[src/rtl/nlt_pkg.sv]
// Shared types, constants and coefficient tables for the normalized Legendre table block.
package nlt_pkg;

    // Degree/order index and table geometry at the largest supported degree
    localparam int IDX_W     = 4;
    localparam int ROWS_MAX  = 11;
    localparam int TBL_SIZE  = (ROWS_MAX * (ROWS_MAX + 1)) / 2;
    localparam int TBL_IDX_W = $clog2(TBL_SIZE);

    // Datapath widths
    localparam int DATA_W = 32;
    localparam int COEF_W = 32;
    localparam int OPA_W  = 35;
    localparam int PROD_W = OPA_W + DATA_W;
    localparam int ACC_W  = 40;

    typedef logic [IDX_W-1:0]         t_idx;
    typedef logic [TBL_IDX_W-1:0]     t_tbl_idx;
    typedef logic [COEF_W-1:0]        t_coef;
    typedef t_coef                    t_coef_rom [TBL_SIZE];

    localparam logic signed [DATA_W-1:0] ONE_Q24 = 32'sh0100_0000;
    localparam logic signed [ACC_W-1:0]  SAT_HI  =
        {{(ACC_W-DATA_W+1){1'b0}}, {(DATA_W-1){1'b1}}};
    localparam logic signed [ACC_W-1:0]  SAT_LO  =
        {{(ACC_W-DATA_W+1){1'b1}}, {(DATA_W-1){1'b0}}};

    typedef enum logic [2:0] {
        CF_S3, CF_DIAG, CF_A, CF_B, CF_DG, CF_DF
    } t_coef_sel;

    typedef enum logic [1:0] {
        A_COS, A_SIN, A_TMP, A_RD
    } t_asel;

    typedef enum logic [1:0] {
        RND_26, RND_30, RND_32
    } t_rnd_sel;

    typedef enum logic [1:0] {
        OP_TMP, OP_LOAD, OP_SUB
    } t_acc_op;

    typedef enum logic [4:0] {
        ST_IDLE,
        ST_P00,
        ST_P10_MUL, ST_P10_RND, ST_P10_WR,
        ST_P11_MUL, ST_P11_RND, ST_P11_WR,
        ST_D_RD, ST_D_MUL1, ST_D_RND1, ST_D_MUL2, ST_D_RND2, ST_D_WR,
        ST_O_RD, ST_O_MUL1, ST_O_RND1, ST_O_MUL2, ST_O_RND2, ST_O_MUL3,
        ST_O_RND3, ST_O_WR,
        ST_E_RDP, ST_E_RDG, ST_E_MULG, ST_E_RNDG, ST_E_MULF, ST_E_RNDF,
        ST_E_OUT
    } t_state;

    // Commands from controller to datapath
    typedef struct packed {
        logic      in_ld;
        logic      rd_en;
        logic      wr_en;
        logic      wr_one;
        t_idx      addr_row;
        t_idx      addr_col;
        logic      mul_en;
        t_asel     a_sel;
        logic      b_coef;
        t_coef_sel coef_sel;
        t_idx      cur_row;
        t_idx      cur_col;
        logic      rnd_en;
        t_rnd_sel  rnd_sel;
        t_acc_op   acc_op;
        logic      pval_ld;
        logic      out_ld;
        logic      out_last;
    } t_cmd;

    // Status from datapath to controller
    typedef struct packed {
        logic out_stall;
    } t_stat;

    // Rounded Q.26 square root of num/den, zero when either is zero
    function automatic t_coef f_coef(input longint unsigned num, input longint unsigned den);
        logic [127:0] x;
        logic [127:0] r;
        logic [127:0] t;
        int           b;
        if (num == 0 || den == 0) begin
            return '0;
        end
        x = 128'(num) << 52;
        r = '0;
        for (b = 31; b >= 0; b--) begin
            t = r | (128'd1 << b);
            if (t * t * 128'(den) <= x) begin
                r = t;
            end
        end
        if ((r * r + r + 128'd1) * 128'(den) <= x) begin
            r = r + 128'd1;
        end
        return COEF_W'(r);
    endfunction

    // Build one coefficient table over the triangle, row-major
    function automatic t_coef_rom f_build(input t_coef_sel sel);
        t_coef_rom        rom;
        int               n;
        int               m;
        int               k;
        longint unsigned  un;
        longint unsigned  um;
        k = 0;
        for (n = 0; n < ROWS_MAX; n++) begin
            for (m = 0; m <= n; m++) begin
                un = longint'(n);
                um = longint'(m);
                rom[k] = '0;
                case (sel)
                    CF_DIAG: begin
                        if (n >= 1) rom[k] = f_coef(2 * un + 1, 2 * un);
                    end
                    CF_A: begin
                        if (n >= 1 && m < n)
                            rom[k] = f_coef((2 * un + 1) * (2 * un - 1), (un + um) * (un - um));
                    end
                    CF_B: begin
                        if (n >= 2 && m + 1 < n)
                            rom[k] = f_coef((2 * un + 1) * (un + um - 1) * (un - um - 1),
                                            (2 * un - 3) * (un + um) * (un - um));
                    end
                    CF_DG: begin
                        if (m == 1) rom[k] = f_coef(un * (un + 1), 2);
                        else if (m >= 2) rom[k] = f_coef((un + um) * (un - um + 1), 4);
                    end
                    CF_DF: begin
                        if (m == 0) rom[k] = f_coef(un * (un + 1), 2);
                        else rom[k] = f_coef((un - um) * (un + um + 1), 4);
                    end
                    default: rom[k] = '0;
                endcase
                k++;
            end
        end
        return rom;
    endfunction

    localparam t_coef     COEF_S3  = f_coef(3, 1);
    localparam t_coef_rom ROM_DIAG = f_build(CF_DIAG);
    localparam t_coef_rom ROM_A    = f_build(CF_A);
    localparam t_coef_rom ROM_B    = f_build(CF_B);
    localparam t_coef_rom ROM_DG   = f_build(CF_DG);
    localparam t_coef_rom ROM_DF   = f_build(CF_DF);

    // Flat triangle index of (n, m): n(n+1)/2 + m
    function automatic t_tbl_idx f_tri_idx(input t_idx n, input t_idx m);
        logic [7:0] prod;
        prod = {4'b0, n} * ({4'b0, n} + 8'd1);
        return TBL_IDX_W'(prod >> 1) + TBL_IDX_W'(m);
    endfunction

endpackage

[src/rtl/nlt_ctrl.sv]
// Controller: sequences table fill and result emission, holds the degree register.
module nlt_ctrl import nlt_pkg::*; #(
    parameter int MAX_DEGREE = 9
) (
    input  logic       i_clk,
    input  logic       i_rst_n,
    input  logic       i_in_valid,
    output logic       o_in_ready,
    input  logic       i_cfg_we,
    input  t_idx       i_cfg_data,
    input  t_stat      i_stat,
    output t_cmd       o_cmd
);

    localparam t_idx MAX_DEG_IDX = IDX_W'(MAX_DEGREE);
    localparam t_idx LAST_ROW    = IDX_W'(MAX_DEGREE + 1);
    localparam logic HAS_GENERAL = (MAX_DEGREE >= 1);
    localparam t_idx DEG_RESET   = 4'd9;

    t_state r_state, n_state;
    t_idx   r_n, n_n;
    t_idx   r_m, n_m;
    t_idx   r_deg;
    t_idx   deg_eff;
    logic   is_last;

    assign deg_eff    = (r_deg > MAX_DEG_IDX) ? MAX_DEG_IDX : r_deg;
    assign is_last    = (r_n == deg_eff) && (r_m == r_n);
    assign o_in_ready = (r_state == ST_IDLE);

    // State, counters and degree register
    always_ff @(posedge i_clk) begin
        if (!i_rst_n) begin
            r_state <= ST_IDLE;
            r_n     <= '0;
            r_m     <= '0;
            r_deg   <= DEG_RESET;
        end else begin
            r_state <= n_state;
            r_n     <= n_n;
            r_m     <= n_m;
            if (i_cfg_we) begin
                r_deg <= i_cfg_data;
            end
        end
    end

    // Next state and loop counters
    always_comb begin
        n_state = r_state;
        n_n     = r_n;
        n_m     = r_m;
        case (r_state)
            ST_IDLE:    if (i_in_valid) n_state = ST_P00;
            ST_P00:     n_state = ST_P10_MUL;
            ST_P10_MUL: n_state = ST_P10_RND;
            ST_P10_RND: n_state = ST_P10_WR;
            ST_P10_WR:  n_state = ST_P11_MUL;
            ST_P11_MUL: n_state = ST_P11_RND;
            ST_P11_RND: n_state = ST_P11_WR;
            ST_P11_WR: begin
                if (HAS_GENERAL) begin
                    n_n     = 4'd2;
                    n_state = ST_D_RD;
                end else begin
                    n_n     = '0;
                    n_state = ST_E_RDP;
                end
                n_m = '0;
            end
            ST_D_RD:    n_state = ST_D_MUL1;
            ST_D_MUL1:  n_state = ST_D_RND1;
            ST_D_RND1:  n_state = ST_D_MUL2;
            ST_D_MUL2:  n_state = ST_D_RND2;
            ST_D_RND2:  n_state = ST_D_WR;
            ST_D_WR: begin
                n_m     = '0;
                n_state = ST_O_RD;
            end
            ST_O_RD:    n_state = ST_O_MUL1;
            ST_O_MUL1:  n_state = ST_O_RND1;
            ST_O_RND1:  n_state = ST_O_MUL2;
            ST_O_MUL2:  n_state = ST_O_RND2;
            ST_O_RND2:  n_state = (r_n > r_m + 4'd1) ? ST_O_MUL3 : ST_O_WR;
            ST_O_MUL3:  n_state = ST_O_RND3;
            ST_O_RND3:  n_state = ST_O_WR;
            ST_O_WR: begin
                if (r_m + 4'd1 < r_n) begin
                    n_m     = r_m + 4'd1;
                    n_state = ST_O_RD;
                end else if (r_n == LAST_ROW) begin
                    n_n     = '0;
                    n_m     = '0;
                    n_state = ST_E_RDP;
                end else begin
                    n_n     = r_n + 4'd1;
                    n_state = ST_D_RD;
                end
            end
            ST_E_RDP:   n_state = ST_E_RDG;
            ST_E_RDG:   n_state = ST_E_MULG;
            ST_E_MULG:  n_state = ST_E_RNDG;
            ST_E_RNDG:  n_state = ST_E_MULF;
            ST_E_MULF:  n_state = ST_E_RNDF;
            ST_E_RNDF:  n_state = ST_E_OUT;
            ST_E_OUT: begin
                if (!i_stat.out_stall) begin
                    if (is_last) begin
                        n_state = ST_IDLE;
                    end else if (r_m == r_n) begin
                        n_n     = r_n + 4'd1;
                        n_m     = '0;
                        n_state = ST_E_RDP;
                    end else begin
                        n_m     = r_m + 4'd1;
                        n_state = ST_E_RDP;
                    end
                end
            end
            default:    n_state = ST_IDLE;
        endcase
    end

    // Datapath commands
    always_comb begin
        o_cmd          = '0;
        o_cmd.cur_row  = r_n;
        o_cmd.cur_col  = r_m;
        o_cmd.addr_row = r_n;
        o_cmd.addr_col = r_m;
        o_cmd.b_coef   = 1'b1;
        o_cmd.a_sel    = A_RD;
        o_cmd.coef_sel = CF_S3;
        o_cmd.rnd_sel  = RND_26;
        o_cmd.acc_op   = OP_LOAD;
        case (r_state)
            ST_IDLE: o_cmd.in_ld = i_in_valid;
            ST_P00: begin
                o_cmd.wr_en    = 1'b1;
                o_cmd.wr_one   = 1'b1;
                o_cmd.addr_row = 4'd0;
                o_cmd.addr_col = 4'd0;
            end
            ST_P10_MUL: begin
                o_cmd.mul_en = 1'b1;
                o_cmd.a_sel  = A_COS;
            end
            ST_P11_MUL: begin
                o_cmd.mul_en = 1'b1;
                o_cmd.a_sel  = A_SIN;
            end
            ST_P10_RND, ST_P11_RND: begin
                o_cmd.rnd_en  = 1'b1;
                o_cmd.rnd_sel = RND_32;
            end
            ST_P10_WR: begin
                o_cmd.wr_en    = 1'b1;
                o_cmd.addr_row = 4'd1;
                o_cmd.addr_col = 4'd0;
            end
            ST_P11_WR: begin
                o_cmd.wr_en    = 1'b1;
                o_cmd.addr_row = 4'd1;
                o_cmd.addr_col = 4'd1;
            end
            ST_D_RD: begin
                o_cmd.rd_en    = 1'b1;
                o_cmd.addr_row = r_n - 4'd1;
                o_cmd.addr_col = r_n - 4'd1;
            end
            ST_D_MUL1: begin
                o_cmd.mul_en = 1'b1;
                o_cmd.a_sel  = A_SIN;
                o_cmd.b_coef = 1'b0;
            end
            ST_D_RND1, ST_O_RND1: begin
                o_cmd.rnd_en  = 1'b1;
                o_cmd.rnd_sel = RND_30;
                o_cmd.acc_op  = OP_TMP;
            end
            ST_D_MUL2: begin
                o_cmd.mul_en   = 1'b1;
                o_cmd.a_sel    = A_TMP;
                o_cmd.coef_sel = CF_DIAG;
            end
            ST_D_RND2, ST_O_RND2, ST_E_RNDG: begin
                o_cmd.rnd_en = 1'b1;
            end
            ST_D_WR: begin
                o_cmd.wr_en    = 1'b1;
                o_cmd.addr_col = r_n;
            end
            ST_O_RD: begin
                o_cmd.rd_en    = 1'b1;
                o_cmd.addr_row = r_n - 4'd1;
            end
            ST_O_MUL1: begin
                o_cmd.mul_en = 1'b1;
                o_cmd.a_sel  = A_COS;
                o_cmd.b_coef = 1'b0;
            end
            ST_O_MUL2: begin
                o_cmd.mul_en   = 1'b1;
                o_cmd.a_sel    = A_TMP;
                o_cmd.coef_sel = CF_A;
                o_cmd.rd_en    = 1'b1;
                o_cmd.addr_row = r_n - 4'd2;
            end
            ST_O_MUL3: begin
                o_cmd.mul_en   = 1'b1;
                o_cmd.coef_sel = CF_B;
            end
            ST_O_RND3, ST_E_RNDF: begin
                o_cmd.rnd_en = 1'b1;
                o_cmd.acc_op = OP_SUB;
            end
            ST_O_WR: o_cmd.wr_en = 1'b1;
            ST_E_RDP: o_cmd.rd_en = 1'b1;
            ST_E_RDG: begin
                o_cmd.pval_ld  = 1'b1;
                o_cmd.rd_en    = 1'b1;
                o_cmd.addr_col = (r_m == 4'd0) ? 4'd0 : r_m - 4'd1;
            end
            ST_E_MULG: begin
                o_cmd.mul_en   = 1'b1;
                o_cmd.coef_sel = CF_DG;
                o_cmd.rd_en    = 1'b1;
                o_cmd.addr_col = r_m + 4'd1;
            end
            ST_E_MULF: begin
                o_cmd.mul_en   = 1'b1;
                o_cmd.coef_sel = CF_DF;
            end
            ST_E_OUT: begin
                o_cmd.out_ld   = ~i_stat.out_stall;
                o_cmd.out_last = is_last;
            end
            default: o_cmd.in_ld = 1'b0;
        endcase
    end

    // Accepted item starts the fill sequence
    a_accept_starts: assert property (@(posedge i_clk) disable iff (!i_rst_n)
        i_in_valid && o_in_ready |=> r_state == ST_P00)
        else $error("accepted item did not start table fill");

    // Never load the result register over an item still waiting
    a_no_overwrite: assert property (@(posedge i_clk) disable iff (!i_rst_n)
        o_cmd.out_ld |-> !i_stat.out_stall)
        else $error("result register overwritten");

    // Emitted indexes stay inside the configured triangle
    a_index_range: assert property (@(posedge i_clk) disable iff (!i_rst_n)
        r_state == ST_E_OUT |-> (r_m <= r_n) && (r_n <= deg_eff))
        else $error("emission index out of range");

    // Last result returns the controller to idle
    a_last_idle: assert property (@(posedge i_clk) disable iff (!i_rst_n)
        o_cmd.out_ld && o_cmd.out_last |=> r_state == ST_IDLE)
        else $error("last result did not end the item");

endmodule

[config.mk]
export PLATFORM = sky130hd
export DESIGN_NAME = nlt_ctrl
export DESIGN_NICKNAME = d
export VERILOG_FILES = /design/src/rtl/nlt_pkg.sv /design/src/rtl/nlt_ctrl.sv
export SDC_FILE = /design/constraint.sdc
export NUM_CORES = 1
export LEC_CHECK = 0
export BUFFER_PORTS_ARGS = -buffer_cell sky130_fd_sc_hd__clkbuf_2
export CELL_PAD_IN_SITES_DETAIL_PLACEMENT = 2
export CELL_PAD_IN_SITES_GLOBAL_PLACEMENT = 2
export CORE_ASPECT_RATIO = 0.75
export CORE_MARGIN = 2
export CORE_UTILIZATION = 33
export CTS_CLUSTER_SIZE = 10
export DETAILED_ROUTE_END_ITERATION = 8
export GPL_TIMING_DRIVEN = 0
export PLACE_DENSITY_LB_ADDON = 0.1
export RECOVER_POWER = 25
export SLEW_MARGIN = 20
export SYNTH_ARGS = -nofsm -noshare
export SYNTH_HDL_FRONTEND = slang
export SYNTH_SLANG_ARGS = --single-unit
[constraint.sdc]
create_clock -name i_clk -period 4.7 [get_ports i_clk]
set_clock_uncertainty 0.1 [all_clocks]
set_input_delay 0 -clock i_clk [delete_from_list [all_inputs] [get_ports i_clk]]
set_output_delay 0 -clock i_clk [all_outputs]
set_load 0.005 [all_outputs]
== Word-level counts from Yosys, hierarchy flattened ==
Cells that the tools add are included.

* Flip-flop bits (word level): 17
* Output and inout bits: 36
* Word-level logic and storage cells: 109

* Add/subtract/negate cells: 5
* Order comparisons: 3
* Eq/ne operators: 37
* Multiplexer cells: 36
* Bitwise logic cells: 1
* Reduce and logical (&&, ||, !) cells: 23

{| class="wikitable"
|+ Operators with widths
! operator !! number
|-
| $pmux W5 S29 || 1
|-
| $eq A5 B5 Y1 const B || 13
|-
| $mux W4 || 12
|-
| $eq A5 B4 Y1 const B || 8
|-
| $mux W5 || 5
|-
| $pmux W4 S3 || 2
|-
| $pmux W4 S6 || 1
|-
| $reduce_or A2 Y1 || 11
|-
| $eq A5 B3 Y1 const B || 4
|-
| $reduce_or A9 Y1 || 2
|-
| $pmux W4 S4 || 1
|-
| $pmux W3 S5 || 1
|-
| $eq A5 B2 Y1 const B || 2
|-
| $ne A2 B2 Y1 const B || 5
|-
| $add A4 B1 Y4 const B || 2
|-
| $eq A4 B4 Y1 || 2
|-
| $mux W1 || 8
|-
| $pmux W2 S2 || 2
|-
| $sub A4 B1 Y4 const B || 2
|-
| $pmux W2 S3 || 1
|-
| $reduce_bool A3 Y1 || 2
|-
| $reduce_or A6 Y1 || 1
|-
| $eq A5 B1 Y1 const B || 1
|-
| $logic_not A5 Y1 || 1
|-
| 15 further kinds || 15
|}

== Longest topological paths before layout ==
* Depth after elaboration: 7
* Depth in mapped cells: 10
* Mapped depth without buffers: 9

== Worst setup path after synthesis ==
OpenSTA, ideal clock, no wires.

* Path type: register to register
* From: register r_m[0]
* To: register r_n[0]
* Data arrival time: 2.180 ns
* Slack: 2.350 ns
* Stages on the path, launching flop included: 10
* Buffers on the path: 0
* Path through: dfxtp_1 > inv_1 > ha_1 > ha_1 > nand2b_1 > a21oi_1 > or3_4 > nand4_4 > or4_1 > a21oi_1

* Cells in the longest elaborated chain, start to end: 4

{| class="wikitable"
|+ Ends and longest elaborated chain
! what !! line !! text
|-
| from (decl) || nlt_ctrl.sv:22 || <nowiki>t_idx r_m, n_m;</nowiki>
|-
| from (signal assigned) || nlt_ctrl.sv:41 || <nowiki>r_m <= n_m;</nowiki>
|-
| $add A4 B1 Y4 or $eq A4 B4 Y1 (tied branches) || nlt_ctrl.sv:88, nlt_ctrl.sv:28, nlt_ctrl.sv:110 ||
|-
| $lt A4 B4 Y1 or $logic_and A1 B1 Y1 (tied branches) || nlt_ctrl.sv:88, nlt_ctrl.sv:28 ||
|-
| $ne A2 B2 Y1 (no source line) || - ||
|-
| $reduce_and A5 Y1 (no source line) (*) || - ||
|-
| to (signal assigned) || nlt_ctrl.sv:40 || <nowiki>r_n <= n_n;</nowiki>
|-
| to (decl) || nlt_ctrl.sv:21 || <nowiki>t_idx r_n, n_n;</nowiki>
|}

Every way passes the cells marked *; elsewhere a longest branch is shown, timed or not.
A chain may end at the register's enable or synchronous reset.

==> metrics.csv <==
metric;value;unit
status;finished, final reports clean;
post-dp-hpwl;7.50;mm
synth_cell_types;58;
worstMarginPinSlew;1.03;ns
fin_cells;468;
drive_gt1_share;15.6;%
syn_nets;353;
die-area;7500;µm²
grt_overflow;0;
core_area;6700;µm²
first_global_vias;2769;
synth_top_family_by_area;simple AND/OR/NAND/NOR gates;
routabilityCongestion;0.943;
setup_viol;0;
root_buffer;clkbuf_8;
critPathLaunchType;flop;
cts_tree;yes;
vias;2755;
fill_cells;848;
slowest_delay;0.51;ns
clk_pin_slew_worst_paths;0.08;ns
grt_use_total;26.1;%
die_h;75.5;µm
design_area;2660;µm²
postSynth.asyncResetShare;0;%
fin_nets;406;
clkLatencyLatePin;0.26;ns
path_delay_family;buffers and inverters;
drc;0;
finalHoldViolations;0;
numCtsBuffers;3;
cts_max_path_buffers;2;
wl;9.64;mm
final_util;39.7;%
path_class;flop to output port;
drtIter0Drc;150;
crit_arrival;2.90;ns
p_per_area;167;nW/µm²
critPathMostFrequentCell;clkbuf_1;
placedCellCount;459;
relSlewSlack;30.7;%
leakage;1.06;nW
yosys.area_share.simple;33.3;%
slew_violations;0;
cts_max_level;1;
ir_drop;0.000119;V
synth_edf_count;0;
ys.warnings.count;0;
initial_core_util;33.6;%
muxShareOfSynthArea;4.51;%
cts_sinks;17;
postCtsSetupBuffers;0;
crit_fanout;10;
fmax;333;MHz
ys_ff_latch;17;
rows;26;
area_growth;18.3;%
hp-class;input port to flop;
portBuffers;43;
drv_cap;0;
antenna_left;0;
fp.dieW;99.3;µm
avgViaCountPerCell;5.89;
syn_avg_cell_area;6.77;µm²
io_pins;45;
drt_pre_antenna_iters;4;
wl_per_cell;20.6;µm
synthAdderAreaFrac;6.68;%
path_cells;clkbuf_1, buf_2, clkbuf_1, buf_1, a22oi_1, o21ai_0, a21oi_1, nand2_1, clkbuf_2;
synthCells;332;
critPathSlowestCell;buf_1;
finalCriticalPeriod;3.00;ns
fin_tns_setup;0;ns
synth_xor_area_share;5.06;%
netlist_area;2250;µm²
period_share;63.8;%
critPathBufInv;5;
dpl-instance-area;2570;µm²
synth_compound_area_share;28.2;%
end_kind;output port;
grt_max_degree;12;
ys_seq_area_share;15.1;%
rsz0062_at_grt;false;
crit_required;4.60;ns
antenna_found_initial;0;
n_antenna_cell;0;
grt_pass1_wl;15.2;mm
ys.flop_type;dfxtp_1;
==> cells in the mapped netlist (all sizes together), types with 3 or more instances <==
cell | instances | area (µm²)
o21ai | 33 | 165
nand2 | 35 | 139
a22oi | 7 | 52.6
o22ai | 4 | 25.0
o311ai | 3 | 26.3
and3 | 3 | 18.8
dfxtp | 17 | 340
a21oi | 24 | 120
nor3 | 11 | 55.1
o32ai | 4 | 35.0
nor2 | 38 | 143
ha | 12 | 150
xor2 | 6 | 52.6
nor2b | 6 | 37.5
and2 | 4 | 25.0
mux2i | 9 | 90.1
inv | 9 | 33.8
o31ai | 3 | 22.5
a31oi | 5 | 31.3
clkbuf | 16 | 60.1
a211oi | 3 | 22.5
buf | 10 | 66.3
xnor2 | 7 | 61.3
or2 | 4 | 27.5
nand3 | 11 | 55.1
nand2b | 19 | 126
==> registers in the layout (all words and copies together) (netlist names) <==
register,cells
r_deg,4
r_m,4
r_n,4
r_state,5
==> cells in the final DEF (no fill, tap or decap), types with 6 or more instances in the layout <==
cell      instances
nor2_1           38
clkbuf_2         36
nand2_1          34
o21ai_0          31
a21oi_1          24
clkbuf_1         23
nand2b_1         18
dfxtp_1          17
ha_1             12
nand3_1          11
nor3_1           11
inv_1             9
mux2i_1           9
xnor2_1           7
a22oi_1           7
nor2b_1           6
xor2_1            6
==> cell families after synthesis <==
group / Yosys count
simple gates: 144
compound gates: 101
flops: 17
mux: 10
buf+inv: 35
fa+ha+maj: 12
xor+xnor: 13
==> per-layer routing <==
layer | track usage (%) | up-vias | part of all wire, %
li1 | - | 1306 | -
met1 | 39.6 | 1389 | 51
met2 | 40.6 | 58 | 43
met3 | 4.13 | 2 | 5.8
met4 | 1.98 | 0 | 0.19
met5 | 0 | - | 0
==> per-stage QoR <==
| stage | setup slack (ns) | hold WS, ns | power, W |
|---|---|---|---|
| finish | 1.70 | 0.00114 | 0.000444 |
| detailed placement | 1.88 | 0.138 | 0.000318 |
| global placement | 1.94 | 0.118 | 0.000314 |
| CTS | 1.81 | 0.00443 | 0.000443 |
| floorplan | 2.35 | -0.0647 | 0.000258 |
| global route | 1.53 | 0.0121 | 0.000467 |
==> what timing repair did <==
| item | 4_1_cts | 5_1_grt |
|---|---|---|
| hold endpoints to repair | 5 | 0 |
| hold buffers | 5 | 0 |
| gates resized for setup | 0 | 0 |
==> final timing paths <==
kind	slack (ns)	cells past startpoint	startpoint	to
max	1.70	9	r_state[1]$_SDFFE_PN0P_	o_cmd[27]
min	0.001	3	i_rst_n	r_n[2]$_SDFFE_PN0P_
max reg2reg	1.82	8	r_n[0]$_SDFFE_PN0P_	r_m[1]$_SDFFE_PN0P_
min reg2reg	0.46	2	r_deg[0]$_SDFFE_PN1P_	r_deg[0]$_SDFFE_PN1P_
==> layout make-up <==
cell class	instances	area (µm²)	share of cell area (%)
Multi-Input combinational cell	280	1750	65.7
Sequential cell	17	340	12.8
Timing Repair Buffer	48	256	9.65
Buffer	26	126	4.75
Tap cell	84	105	3.95
Clock buffer	3	41.3	1.55
Inverter	9	33.8	1.27
Clock inverter	1	7.51	0.282
==> where the power goes <==
| group | switching [W] | leakage [nW] | internal [W] |
|---|---|---|---|
| logic | 0.000108 | 0.900 | 0.0000598 |
| registers | 0.00000550 | 0.138 | 0.000149 |
| clock network | 0.0000617 | 0.0217 | 0.0000599 |
| total | 0.000175 | 1.06 | 0.000269 |
==> worst register-to-register path: stages (launching register included) <==
cell	delay (ns)
dfxtp_1	0.67
clkbuf_1	0.51
inv_1	0.17
ha_1	0.24
nand2_1	0.15
o21ai_0	0.17
a22oi_1	0.29
nand2b_1	0.30
mux2i_1	0.23
(Power assumes the default switching activity.)
